--- src/design/sbef_fifo.sv ---
module sbef_fifo #(
   parameter int Width = 8,
   parameter int Depth = 4
) (
   input  logic             clock,
   input  logic             reset,
   input  logic             push,
   input  logic [Width-1:0] push_data,
   output logic             full,
   input  logic             pop,
   output logic [Width-1:0] pop_data,
   output logic             empty
);

   localparam int PtrW = (Depth > 1) ? $clog2(Depth) : 1;
   localparam int CntW = $clog2(Depth + 1);

   logic [Width-1:0] mem_ff [Depth];
   logic [PtrW-1:0]  wr_ptr_ff, wr_ptr_in;
   logic [PtrW-1:0]  rd_ptr_ff, rd_ptr_in;
   logic [CntW-1:0]  count_ff, count_in;

   assign full     = (count_ff == CntW'(Depth));
   assign empty    = (count_ff == '0);
   assign pop_data = mem_ff[rd_ptr_ff];

   always_comb begin
      wr_ptr_in = wr_ptr_ff;
      rd_ptr_in = rd_ptr_ff;
      count_in  = count_ff;
      if (push) begin
         wr_ptr_in = (wr_ptr_ff == PtrW'(Depth - 1)) ? '0 : wr_ptr_ff + 1'b1;
      end
      if (pop) begin
         rd_ptr_in = (rd_ptr_ff == PtrW'(Depth - 1)) ? '0 : rd_ptr_ff + 1'b1;
      end
      if (push && !pop) begin
         count_in = count_ff + 1'b1;
      end else if (pop && !push) begin
         count_in = count_ff - 1'b1;
      end
   end

   always_ff @(posedge clock) begin
      if (reset) begin
         wr_ptr_ff <= '0;
         rd_ptr_ff <= '0;
         count_ff  <= '0;
      end else begin
         wr_ptr_ff <= wr_ptr_in;
         rd_ptr_ff <= rd_ptr_in;
         count_ff  <= count_in;
      end
   end

   always_ff @(posedge clock) begin
      if (push) begin
         mem_ff[wr_ptr_ff] <= push_data;
      end
   end

endmodule

--- config.mk ---
export PLATFORM = sky130hd
export DESIGN_NAME = sbef_fifo
export DESIGN_NICKNAME = d
export VERILOG_FILES = /design/src/design/sbef_fifo.sv
export SDC_FILE = /design/constraint.sdc
export NUM_CORES = 1
export LEC_CHECK = 0
export ABC_AREA = 1
export BUFFER_PORTS_ARGS = -buffer_cell sky130_fd_sc_hd__buf_2
export CAP_MARGIN = 5
export CORE_MARGIN = 4
export CORE_UTILIZATION = 35
export CTS_BUF_LIST = sky130_fd_sc_hd__clkbuf_16
export CTS_CLUSTER_SIZE = 30
export DETAILED_ROUTE_END_ITERATION = 16
export PLACE_DENSITY = 0.49
export SLEW_MARGIN = 10
export SYNTH_ARGS = -nofsm -noshare
export SYNTH_HDL_FRONTEND = slang
export SYNTH_SLANG_ARGS = --single-unit
--- constraint.sdc ---
create_clock -name clock -period 1.3 [get_ports clock]
set_clock_uncertainty 0.05 [all_clocks]
set_input_delay 0.065 -clock clock [delete_from_list [all_inputs] [get_ports clock]]
set_output_delay 0.065 -clock clock [all_outputs]
set_load 0.01 [all_outputs]
# After elaboration in Yosys (flattened, before gate mapping)
# Memories as Yosys holds them, arrays and structs flattened. A register that Yosys moved wholly into a read port is not among the register bits.
# Index checks and enable logic that the tools add are counted.
# word_totals
output_inout_bits,10
wordCells,25
ramBits,32
regBits,7
inputBits,12
memories,1
# classes
n_addsub,4
mux,8
eq_ne,3
reduce_logical,6
# memory_table
name,words,word_bits,rd,rd_ports_with_merged_regs,wr,line,text
mem_ff,4,8,1,1,1,18,logic [Width-1:0] mem_ff [Depth];
# op_table
operator,n
$mux 2,4
$mux 3,2
$add 2x1->2 const B,2
$eq 2x2->1 const B,2
$add 3x1->3 const B,1
$eq 3x3->1 const B,1
$logic_not 3->1,1
$sub 3x1->3 const B,1
$logic_and 1x1->1,2
$logic_not 1->1,2
$mux 1,2
$reduce_bool 2->1,1

# Depth between registers and ports, before layout
# depth
ltp_word,4
ltp_mapped,10
ltp_nobuf,10

# Least setup slack after synthesis
# Ideal clock, no wire load.
# synth_timing
kind,register to register
from,register count_ff[0]
to,register count_ff[2]
arrival_time_ns,1.039
stages_incl_launch_ff,8
path_slack_ns,0.102
synth_period_minus_slack_ns,1.198
n_path_buf,0
t_required_ns,1.140
setup_ns,0.110
path_cell_list,dfxtp_1 > fa_1 > inv_1 > nand2_1 > nand3_1 > nand2_1 > inv_1 > nor2_1
# synth_via
elab_chain_cells,3
elab_cells_between_ends,4
classes_between,add/sub: 2; mux: 2
# synth_rtl
item,line,text
"start, declared",21,"logic [CntW-1:0] count_ff, count_in;"
"start signal, assigned",52,count_ff <= count_in;
$sub 3x1->3,40,count_in = count_ff - 1'b1;
$mux 3,39,end else if (pop && !push) begin
$mux 3 (*),37,if (push && !pop) begin
# Mark *: on every way between the ends. The rest lies on a longest branch, timed or not. The select of a mux whose other input is x is not followed.
# A chain may end at the register's enable or synchronous reset.

==> impl_results.md <==
- Status: finished with violations
- Failing checks: setup timing
- Area Overhead vs Synth: 33.7%
- TritonCTS Buffers: 5
- Busiest grt layer: met2
- WP data required: 1.19 ns
- Commonest non-fill, non-tap cell in the layout: edfxtp_1
- Placed Cells: 217
- Post-synth top area share: 58.2%
- Yosys top cell by area: edfxtp_1
- DIE AREA: 5880 um^2
- Share of cells above drive strength 1: 30.6%
- Worst endpoint data arrival time: 1.20 ns
- Initial core utilization: 36.9%
- CTS tree: built
- Worst-Margin Slew: 0.185 ns
- Vias per inst: 4.75
- DPL Wire Length: 2200 um
- Non-filler instance count after layout: 235
- WL final: roughly 3200 um
- Period utilisation layout: 101%
- Most frequent cells in the layout: edfxtp_1, nor2_1, buf_2
- IO Port Bufs: 21
- Diode count: 0
- Fillers: 422
- Chip Height: 76.7 um
- Power Density: 1410 nW/um^2
- Vias in the first global route: 1144
- Crit. End Element: output pin
- Flop-to-flop setup slack: ~0.060 ns
- Placed Area: 1920 um^2
- Max_cap viols: 0
- Clock-pin slew on the worst setup and hold paths: 0.06 ns
- Wire per inst: between 10 and 15 um
- DR iter-0 viols: 77
- Final #Nets: 201
- CTS Sinks: 41
- YS warnings: 0
- Routability cong.: 0.742
- Largest net degree at the start of global routing: 17
- Max Freq: around 760 MHz
- Leak pwr: 0.000904 uW
- Antenna-violating nets left: 0
- Grt met2 use: around a fifth
- Final-report setup violation count: 1
- # IOs: 22
- CTS Root Cell: clkbuf_16
- Number of antenna violations at the first check in global routing: 0
- RSZ-0062 raised after global routing: true
- Post-route setup TNS: -0.0104 ns
- Worst-skew pair later-pin latency: 0.27 ns
- Clock Path Buffers: 2
- Slew margin rel.: 87.6%
- Met1 Resource Use GR: 14.5%
- Via Count: 1116
- First-pass GRT wire length: approximately 5500 um
- #FFs+latches synth: a little over 40
- R2R depth: 3
- Worst r2r dst: count_ff[1]
- Grt ovf: 0
- Core area: 4470 um^2
- Pre-CTS setup slack: -0.0255 ns
- Max VDD drop: 0.785 mV
- CP Max Fanout: 5
- H-tree levels: 2
- Syn_area_per_cell: 12.2 um^2
- Final routed DRC violation total: 0
- Pins over their slew limit: 0
- Final Hold Fails: 0
- Yosys cell types: 19
- Post-synthesis cell count: 135
- Seq/Total Area, Yosys: between 60% and 70%
- Routing usage on met3: around 3.9%
- Synth Cell Area: 1650 um^2
- Crit path to: pop_data[7]
- Num rows: 24
- DRT Pass-1 Iters: 6
- Die width: about 77 um
- Dominant cells by area after synthesis: edfxtp_1, dfxtp_1, nor2_1, ha_1, o21ai_0
- All-layer global routing usage: 12.1%
- Fin area: 2210 um^2
- Crit Path Category: reg -> out
- Reg-to-reg critical path startpoint: count_ff[1]
- Startpoint types: flip-flop
- Hold crit path type: in -> reg
- Final setup margin: -0.0104 ns
- Mapped Nets: approximately 150
- Final Critical Period: 1.31 ns
[critical path: stages (launching register included)]
cell and delay (ns):
dfxtp_4 0.39, buf_6 0.14, o21ai_2 0.05, o22ai_1 0.17, buf_2 0.16
[registers in the layout (all words and copies together) (netlist names), named ones only]
name and flops:
rd_ptr_ff 2, wr_ptr_ff 2, count_ff 3, mem_ff 32
[logic make-up after synthesis]
family / Yosys count / synth area share (%)
DFF: 41 / 69.1
adders and majority gates: 7 / 5.76
buffers and inverters: 18 / 5.00
AOI/OAI and AO/OA: 30 / 10.2
and+or+nand+nor: 38 / 9.47
xor gates and xnor gates: 1 / 0.530
[worst min path at each step]
stage,cells past startpoint,from,slack (ns),to
global route,3,pop,0.08,rd_ptr_ff[1]
finish,3,pop,0.06,rd_ptr_ff[1]
detailed placement,1,push_data[4],0.23,mem_ff[1][4]
CTS,3,pop,0.05,rd_ptr_ff[1]
global placement,1,push_data[4],0.23,mem_ff[2][4]
floorplan,1,reset,0.09,count_ff[0]
[report_power, final]
group / internal, uW / total, uW / leakage, uW / switching [uW]
sequential: 1490 / 1540 / 0.000370 / 48.5
combinational: 195 / 421 / 0.000459 / 226
clock: 696 / 1150 / 0.0000748 / 452
[metal layers]
metal | wire length [um] | up-vias | share of wire, %
met3 | 104 | 2 | 3.2
met5 | 0 | - | 0
met1 | 1450 | 534 | 45
met2 | 1660 | 17 | 51
li1 | - | 563 | -
met4 | 23 | 0 | 0.71
[final cells by class]
cell class              count  area (um^2)  area share, %
clock buffers               5          125           5.67
clock inverters             3         13.8          0.623
inverters                  16         67.6           3.06
multi-input cells          76          453           20.5
flip-flops and latches     41         1150           52.1
well taps                  52         65.1           2.95
repair buffers             42          334           15.1
[Yosys cell counts, drive strengths merged]
library cell and number:
edfxtp 32, nor2 24, o21ai 19, inv 16, dfxtp 9, nand2 8, o22ai 8, ha 6
nor3 4, a21oi 3, buf 2, fa 1, nand3 1, nand4 1, xor2 1
[metrics by stage]
step	utilization (%)	total power, uW	hold WS [ns]
global route	49.4	3270	0.0819
finish	49.4	3110	0.0643
global placement	42.9	1920	0.226
CTS	48.7	3130	0.0543
floorplan	-	1760	0.0874
detailed placement	42.9	1940	0.234
[what timing repair did]
| action | CTS | global route |
|---|---|---|
| hold buffers | 9 | 0 |
| pin swaps | 3 | 9 |
| endpoints found under the hold margin | 36 | 0 |
| setup buffers | 0 | 0 |
| setup endpoints to repair | 8 | 9 |
| gates cloned | 1 | 0 |
| resized for setup | 14 | 14 |
Power figures use the tool's default switching activity.
